$ cat config.mk
export PLATFORM = sky130hd
export DESIGN_NAME = cpp_divu
export DESIGN_NICKNAME = d
export VERILOG_FILES = /design/src/rtl/core/cpp_divu.sv
export SDC_FILE = /design/constraint.sdc
export NUM_CORES = 1
export LEC_CHECK = 0
export BUFFER_PORTS_ARGS = -buffer_cell sky130_fd_sc_hd__clkbuf_2
export CORE_MARGIN = 8
export CORE_UTILIZATION = 60
export DETAILED_ROUTE_END_ITERATION = 10
export PLACE_DENSITY_LB_ADDON = 0.05
export SLEW_MARGIN = 20
export SYNTH_ARGS = -nofsm -noshare
export SYNTH_HDL_FRONTEND = slang
export SYNTH_SLANG_ARGS = --single-unit
$ cat constraint.sdc
create_clock -name clk -period 8.8 [get_ports clk]
set_input_delay 1.76 -clock clk [delete_from_list [all_inputs] [get_ports clk]]
set_output_delay 1.76 -clock clk [all_outputs]
set_load 0.01 [all_outputs]
$ cat src/rtl/core/cpp_divu.sv
module cpp_divu (
    input  logic        clk,
    input  logic        rst_n,
    input  logic        start,
    input  logic [30:0] dividend,
    input  logic [31:0] divisor,
    output logic        done,
    output logic [31:0] remainder
);
    // Restoring remainder, one quotient bit per cycle.
    logic [32:0] rem_reg, rem_next;
    logic [30:0] num_reg, num_next;
    logic [4:0]  cnt_reg, cnt_next;
    logic        busy_reg, busy_next;
    logic        done_reg, done_next;
    logic [32:0] trial;

    always_comb
    begin
        rem_next  = rem_reg;
        num_next  = num_reg;
        cnt_next  = cnt_reg;
        busy_next = busy_reg;
        done_next = 1'b0;
        trial     = {rem_reg[31:0], num_reg[30]};
        if (start)
        begin
            rem_next  = '0;
            num_next  = dividend;
            cnt_next  = 5'd30;
            busy_next = 1'b1;
        end
        else if (busy_reg)
        begin
            if (trial >= {1'b0, divisor})
                rem_next = trial - {1'b0, divisor};
            else
                rem_next = trial;
            num_next = {num_reg[29:0], 1'b0};
            cnt_next = cnt_reg - 5'd1;
            if (cnt_reg == 5'd0)
            begin
                busy_next = 1'b0;
                done_next = 1'b1;
            end
        end
    end

    always_ff @(posedge clk or negedge rst_n)
    begin
        if (!rst_n)
        begin
            busy_reg <= 1'b0;
            done_reg <= 1'b0;
            cnt_reg  <= '0;
        end
        else
        begin
            busy_reg <= busy_next;
            done_reg <= done_next;
            cnt_reg  <= cnt_next;
        end
    end

    always_ff @(posedge clk)
    begin
        rem_reg <= rem_next;
        num_reg <= num_next;
    end

    assign done      = done_reg;
    assign remainder = rem_reg[31:0];
endmodule

# Word level (Yosys, flattened, before mapping)
# Cells that the tools add are included.
# word_totals
output_inout_bits	33
word_cells	21
register_bits	70
# classes
n_mux	11
n_reduce_logical	2
add_sub_neg	2
order_cmp	1
# ops
operator	count
2-to-1 mux 31 bit	2
greater-or-equal comparator 33 x 32 -> 1 bit	1
2-to-1 mux 32 bit	1
subtractor 32 bit	1
2-to-1 mux 5 bit	2
2-to-1 mux 1 bit	6
logical NOT 5 bit	1
subtractor 5 x 1 -> 5 bit (second input constant)	1
nonzero test 2 bit	1

# Depth between registers and ports, before layout
# Gate-level depths: netlist of the first run.
# depth
word_depth	4
mapped_depth	13
ltp_nobuf	12

# Worst setup path after synthesis of the first run
# OpenSTA, ideal clock, no wires.
# synth_timing
kind	in2reg
start	input divisor[9]
end	register rem_reg[11]
slack_ns	4.508
path_buffers	3
t_arrival_ns	4.206
setup_ns	0.086
stages	13
t_required_ns	8.714
path_cell_list	inv_1 -> ha_1 -> buf_2 -> nand3_2 -> or3_1 -> a21o_1 -> a211o_1 -> a311oi_2 -> nor2_2 -> buf_4 -> buf_4 -> mux2i_1 -> a211oi_1
# synth_via
elab_chain_cells	2
word_cells_on_any_way	3
cone_classes	add/sub: 1; order compare: 1; mux: 1
# synth_lines
element	line_no	text
start, declared	6	input logic [31:0] divisor,
subtractor 32 bit or greater-or-equal comparator 33 x 32 -> 1 bit (tied branches)	36, 35	
2-to-1 mux 32 bit *	35	if (trial >= {1'b0, divisor})
end signal, assigned	67	rem_reg <= rem_next;
end, declared	11	logic [32:0] rem_reg, rem_next;
# Mark *: on every way between the ends. The rest lies on a longest branch, timed or not.
# A chain may end at the register's enable or synchronous reset.

# Worst setup path after layout of the first run
# layout_timing
start	input divisor[8]
end	register rem_reg[18]
# The elaborated chain is that of the path after synthesis.

==> impl_metrics.json, run 1 <==
{
  "ant_nets": 0,
  "synth_top_family_by_area": "compound AO/OA/AOI/OAI gates",
  "synth_compound_area_frac": 0.1934,
  "ys_seq_area_frac": 0.3422,
  "dp_hpwl_mm": 9.505,
  "crit_path_end_kind": "flop",
  "synth.distinct_cells": 62,
  "die_w_um": 108.2,
  "core_area_sq_mm": 0.008217,
  "vias_per_cell": 5.986,
  "sequentialPowerShare": 0.283,
  "top_layer": "met4",
  "drc_errors": 0,
  "wire_per_inst_um": 17.20,
  "fin_nets": 761,
  "power_frac_comb": 0.543,
  "nFillCells": 676,
  "yosysWarnings": 0,
  "met1Wirelength_mm": 6.208,
  "cp_slowest_cell": "a311oi_2",
  "worstPathArrival_ps": 4880,
  "syn_avg_cell_area_sq_um": 8.784,
  "dr_wl_met3_um": 900,
  "largest_register_ffs": 32,
  "holdCritPathClass": "flop to flop",
  "setup_viol_count_final": 0,
  "tns_ps": 0,
  "ys_ff_latch": 70,
  "postCtsSetupRepairBufs": 0,
  "initial_core_util": 0.6211,
  "cp_common_cell": "or3_1",
  "hold_buffers": 0,
  "mappedNetlistNets": 682,
  "relSlewSlack": 0.4559,
  "async_flop_share": 0.1000,
  "timing.hold.ws_ps": 526.1,
  "reg2regPathDepth": 10,
  "gp_congestion": 0.9185,
  "ir_worst_vdd_mv": 0.1599,
  "slowest_delay_ps": 450,
  "p_sw_uw": 764.8,
  "root_buffer": "clkbuf_8",
  "dp.cells": 753,
  "tightest_slew_ps": 816.2,
  "hold_violations": 0,
  "io_pins": 99,
  "synthFlopType": "dfxtp_1",
  "grt_usage": 0.2285,
  "fmax_mhz": 216.5,
  "totalWireLength_mm": 13.24,
  "cts_buffers": 9,
  "synth_edf_count": 31,
  "synth_simple_gate_area_share": 0.1775,
  "fin_skew_ps": 8.417,
  "p_sw_frac": 0.4322,
  "syn-cell-area_sq_mm": 0.005104,
  "grt-ovfl-total": 0,
  "p_clk_frac": 0.174,
  "synthCells": 581,
  "htreeDepth": 3,
  "vias": 4609,
  "die_h_um": 108.2,
  "met2_length_mm": 5.970,
  "cts_resized": 0,
  "grt_pass1_vias": 4410,
  "dr.pass1.iters": 7,
  "cp_max_fo": 24,
  "grt_start_max_net_pins": 75,
  "clk_pin_slew_ps": 80,
  "pwr_density_cell_mw_per_mm2": 301.7,
  "cts.path.max_buffers": 2,
  "yosys.area_share.xor_xnor": 0.03775,
  "finalCriticalPeriod_ps": 4618,
  "n_antenna_cell": 0,
  "clkLatencyLatePin_ps": 360,
  "drive_above_1_share": 0.2436,
  "start_kind": "input port",
  "drt_iter0_drc": 301,
  "die_area_sq_mm": 0.01171,
  "p_int_uw": 1005,
  "run_status": "finished clean",
  "antenna_found_initial": 0,
  "areaGrowthSynthToFinish_pct": 14.91,
  "cts.sinks": 70,
  "crit_required_ps": 9060,
  "period_share": 0.5248,
  "grt_pass1_wl_mm": 21.66,
  "synth_fa_ha_area_frac": 0.08728,
  "cts_tree": "yes",
  "crit_path_cell_trace": "clkbuf_2 -> inv_1 -> ha_1 -> nand4_1 -> or3_1 -> a21o_1 -> a211o_1 -> a311oi_2 -> nor2_4 -> buf_16 -> or3_1 -> a311oi_1",
  "whs_path_depth": 2,
  "maxCapViolations": 0,
  "rows": 33,
  "p_leak_uw": 0.002770,
  "drv_slew": 0,
  "synthMuxAreaShare": 0.1042,
  "rsz0062_at_grt": "false",
  "io_buffers": 98,
  "final_cells": 770,
  "path_class": "input port to flop"
}
-- stage by stage --
stage                     setup WS, ps  total power, uW  area [sq um]    util
final                             4182             1770          5864  0.7137
after global routing              4054             1900          5864  0.7137
after CTS                         4055             1740          5837  0.7104
after detailed placement          3729             1425          5610  0.6828
after global placement            3904             1399          5610  0.6828
after floorplan                   4508             1196          5104       -
-- worst max-delay path: cells and delay by family --
family	cells	cell delay, ps
AOI/OAI and AO/OA	4	1270
buffers and inverters	3	330
adders and majority gates	1	410
and+or+nand+nor	4	1100
-- layout by cell type, fill, tap and decap left out, types with 6 or more instances in the layout --
cell and instances:
a211oi_1 20, a21o_1 12, a21oi_1 33, a311oi_1 8, a31oi_1 8, clkbuf_2 98
clkbuf_8 9, dfrtp_1 6, dfxtp_1 32, edfxtp_1 31, ha_1 34, inv_1 41
mux2_2 33, mux2i_1 16, nand2_1 45, nand2b_1 8, nand3_1 10, nand4_1 10
nor2_1 54, nor2b_1 6, nor3_1 11, nor3b_1 6, o21ai_0 30, or3_1 6
xnor2_1 13, xor2_1 9
-- final timing paths --
path / startpoint / end / slack, ps
max: divisor[8] / rem_reg[18]$_SDFFE_PP0P_ / 4180
min: rem_reg[14]$_SDFFE_PP0P_ / rem_reg[14]$_SDFFE_PP0P_ / 530
max reg2reg: rem_reg[8]$_SDFFE_PP0P_ / rem_reg[18]$_SDFFE_PP0P_ / 5330
min reg2reg: rem_reg[14]$_SDFFE_PP0P_ / rem_reg[14]$_SDFFE_PP0P_ / 530
max in group asynchronous: rst_n / busy_reg$_DFF_PN0_ / 7360
min in group asynchronous: rst_n / cnt_reg[3]$_DFFE_PN0P_ / 1230
-- synth_stat cells (2+ instances only) --
library cell,instances,area (sq um)
nor2_1,54,202.7
nand2_1,45,168.9
inv_1,42,157.7
ha_1,34,425.4
a21oi_1,33,165.2
mux2_2,33,371.6
dfxtp_1,32,640.6
edfxtp_1,31,930.9
o21ai_0,30,150.1
clkbuf_1,24,90.09
a211oi_1,20,150.1
mux2i_1,16,160.2
xnor2_1,13,113.9
a21o_1,12,90.09
nor3_1,11,55.05
nand3_1,10,50.05
nand4_1,10,62.56
xor2_1,9,78.83
a311oi_1,8,70.07
a31oi_1,8,50.05
nand2b_1,8,50.05
dfrtp_1,7,175.2
nor2b_1,6,37.54
nor3b_1,6,45.04
or3_1,6,37.54
a211o_1,5,43.79
and2_1,4,25.02
buf_2,4,20.02
o211ai_1,4,30.03
a31o_2,3,26.28
a32oi_1,3,26.28
and3_1,3,18.77
and4_1,3,26.28
buf_1,3,11.26
nand4b_1,3,26.28
nor4_1,3,18.77
a22oi_1,2,15.01
a41oi_1,2,17.52
buf_4,2,15.01
o21a_1,2,15.01
o21bai_1,2,15.01
o221ai_1,2,17.52
o22ai_1,2,12.51
o41ai_1,2,17.52
or2_2,2,12.51
-- layout make-up --
type / count / area [sq um] / share of cell area
Multi-Input combinational cell: 436 / 3068 / 0.5231
Clock inverter: 7 / 102.6 / 0.01750
Inverter: 42 / 157.7 / 0.02688
Timing Repair Buffer: 101 / 533.0 / 0.09089
Tap cell: 105 / 131.4 / 0.02240
Clock buffer: 9 / 123.9 / 0.02112
Sequential cell: 70 / 1748 / 0.2981
-- cell families after synthesis --
group,count (synthesis)
simple gates,182
compound gates,148
buf+inv,75
flops,70
mux,49
fa+ha+maj,35
xor+xnor,22
-- metal layers --
metal / up-vias / track usage
met1: 2139 / 0.3113
li1: 2291 / -
met5: - / 0
met3: 14 / 0.04462
met4: 0 / 0.07433
met2: 165 / 0.3553
-- power groups by stage --
stage	Clock (uW)	Combinational [uW]	Sequential, uW
after detailed placement	0	921	504
after global routing	325	1070	510
after CTS	313	929	499
after global placement	0	899	500
after floorplan	0	683	513
final	308	961	500
(Power assumes the default switching activity.)
==> inputs of run 2 (changes only) <==
Settings changed: ABC_AREA set to 1, CORE_UTILIZATION 60 to 52.
Clock period 8.8 ns to 4 ns, I/O delays scaled along.
==> impl_metrics.json, run 2 <==
{
  "run_status": "finished clean",
  "rsz0062_at_grt": "false",
  "grt_pass1_vias": 5431,
  "slowest_delay_ps": 480,
  "dp.cells": 1157,
  "post_dp_cell_area_sq_mm": 0.006391,
  "cp_slowest_cell": "a21oi_4",
  "ys_seq_area_frac": 0.3008,
  "pwr_density_cell_mw_per_mm2": 250.0,
  "yosysWarnings": 0,
  "top_usage_layer": "met2",
  "synth.area.top_cells": "nand2_1 (28%), edfxtp_1 (16%), dfxtp_1 (11%)",
  "drc_errors": 0,
  "finalCriticalPeriod_ps": 2720,
  "cp_max_fo": 32,
  "layout_commonest_cell": "nand2_1",
  "grt_pass1_wl_mm": 24.94,
  "gp_congestion": 0.8904,
  "vias_per_cell": 4.783,
  "syn-cell-area_sq_mm": 0.005807,
  "synth_simple_gate_area_share": 0.4480,
  "grt_usage": 0.2074,
  "start_kind": "input port",
  "mappedNetlistNets": 1038,
  "rows": 38,
  "tns_ps": 0,
  "postCtsSetupRepairBufs": 0,
  "synth_compound_area_frac": 0.02866,
  "largest_register_ffs": 32,
  "dp_hpwl_mm": 11.56,
  "setup_viol_count_final": 0,
  "die_area_sq_mm": 0.01480,
  "root_buffer": "clkbuf_8",
  "cts.path.max_buffers": 2,
  "dr.pass1.iters": 6,
  "hold_violations": 0,
  "io_buffers": 98,
  "drv_slew": 0,
  "grt-ovfl-total": 0,
  "ys_ff_latch": 70,
  "fin_nets": 1129,
  "use_met3": 0.04072,
  "clkLatencyLatePin_ps": 360,
  "crit_path_end_kind": "flop",
  "die_w_um": 121.7,
  "core_area_sq_mm": 0.01089,
  "synthCells": 937,
  "synth_edf_count": 31,
  "maxCapViolations": 0,
  "finish.instance_area_sq_mm": 0.006581,
  "synthMuxAreaShare": 0,
  "fin_skew_ps": 14.97,
  "multi_input_area_sq_mm": 0.003341,
  "grt_start_max_net_pins": 35,
  "drt_iter0_drc": 281,
  "ant_nets": 0,
  "crit_path_cell_trace": "clkbuf_2 -> inv_1 -> ha_1 -> nand2_2 -> inv_2 -> nand2_1 -> nand2_1 -> a21oi_1 -> nand2_1 -> a21oi_4 -> nand2_4 -> nand2_1 -> nand3_1 -> nand2_1",
  "holdCritPathClass": "input port to asynchronous set/reset pin",
  "regArea_sq_mm": 0.001747,
  "die_h_um": 121.7,
  "crit_required_ps": 4300,
  "final_cells": 1173,
  "path_class": "input port to flop",
  "clk_pin_slew_ps": 80,
  "synth_top_family_by_area": "simple AND/OR/NAND/NOR gates",
  "totalWireLength_mm": 14.84,
  "met2_usage": 0.3459,
  "synth.most_common_cell": "nand2_1",
  "n_antenna_cell": 0,
  "async_flop_share": 0.1000,
  "antenna_found_initial": 0,
  "worstPathArrival_ps": 3020,
  "fmax_mhz": 367.7,
  "relSlewSlack": 0.3523,
  "vias": 5610,
  "yosysTopAreaCell": "nand2_1",
  "syn_avg_cell_area_sq_um": 6.197,
  "cts.sinks": 70,
  "period_share": 0.6799,
  "synth_fa_ha_area_frac": 0.07671,
  "met1_usage": 0.2561,
  "cts_tree": "yes",
  "cts_buffers": 9,
  "ir_worst_vdd_mv": 0.2034,
  "htreeDepth": 3,
  "drive_above_1_share": 0.1413,
  "power.total_uw": 1645,
  "netlist.area_leader.share": 0.2825,
  "cts_resized": 0,
  "tightest_slew_ps": 970.5,
  "hold_buffers": 0,
  "nFillCells": 1165,
  "synth_common_cells": "nand2_1 (437), inv_1 (157), nand3_1 (51)",
  "p_leak_uw": 0.003979,
  "synthFlopType": "dfxtp_1",
  "final_cell_mix": "nand2_1 (437), inv_1 (156), clkbuf_2 (98), nand3_1 (51), nand3b_1 (40)",
  "utilization": 0.6045,
  "initial_core_util": 0.5333,
  "yosys.area_share.xor_xnor": 0.02112,
  "wire_per_inst_um": 12.65,
  "areaGrowthSynthToFinish_pct": 13.34,
  "io_pins": 99,
  "synth.distinct_cells": 33,
  "cp_common_cell": "nand2_1"
}
[run 2: cell types whose count changed after synthesis, moves of 9 or more]
cell,before,now
a21o_1,12,2
xor2_1,9,0
nand3b_1,1,40
nand2_1,45,437
mux2_2,33,0
inv_1,42,157
clkbuf_1,24,10
mux2i_1,16,0
a211oi_1,20,0
o21ai_0,30,4
a21oi_1,33,20
nand3_1,10,51
nor2_1,54,41
[run 2: layout make-up]
type,count,area share
inverter,162,0.09240
tap,140,0.02662
clock inverter,6,0.009506
multi-input combinational,683,0.5076
timing repair buffer,102,0.07909
clock buffer,10,0.01939
sequential,70,0.2654
[run 2: final timing paths]
kind / start / to / slack, ps / cells past startpoint
max in group asynchronous: rst_n / cnt_reg[1]$_DFFE_PN0P_ / 3570 / 1
min in group clk: rem_reg[15]$_SDFFE_PP0P_ / rem_reg[15]$_SDFFE_PP0P_ / 480 / 2
hold / removal: rst_n / cnt_reg[2]$_DFFE_PN0P_ / 260 / 1
setup reg to reg: rem_reg[26]$_SDFFE_PP0P_ / rem_reg[28]$_SDFFE_PP0P_ / 1490 / 12
hold reg to reg: rem_reg[15]$_SDFFE_PP0P_ / rem_reg[15]$_SDFFE_PP0P_ / 480 / 2
setup / recovery: divisor[27] / rem_reg[28]$_SDFFE_PP0P_ / 1280 / 14
[run 2: power breakdown]
group	internal [uW]	switching, uW	total [uW]
clock network	286	300	586
registers	787	15.5	802
logic	105	151	257
[run 2: critical path: cells and delay by family]
kind | cells | cell delay, ps
adders and majority gates | 1 | 370
AOI/OAI and AO/OA | 2 | 660
buffers and inverters | 3 | 150
and+or+nand+nor | 8 | 1030
[run 2: routing by layer]
metal | share of wire | wire (um) | vias to the layer above
met2 | 0.45 | 6719 | 119
met4 | 0.024 | 352 | 0
met3 | 0.058 | 866 | 21
li1 | - | - | 3041
met1 | 0.46 | 6900 | 2429
met5 | 0 | 0 | -
[run 2: cell families (layout without fill, tap and decap cells)]
family	Yosys count	in the layout
XOR/XNOR	14	14
buffers and inverters	184	280
AO/OA/AOI/OAI	29	29
flip-flops	70	70
adder cells (fa/ha/maj)	35	35
AND/OR/NAND/NOR	605	605
[run 2: through the flow]
| step | setup WS (ps) | hold WS (ps) |
|---|---|---|
| 2_1_floorplan | 1661 | 457.2 |
| 3_3_place_gp | 961.6 | 473.2 |
| 3_5_place_dp | 953.5 | 474.0 |
| 4_1_cts | 1326 | 246.9 |
| 5_1_grt | 1034 | 262.8 |
| 6_report | 1280 | 264.6 |
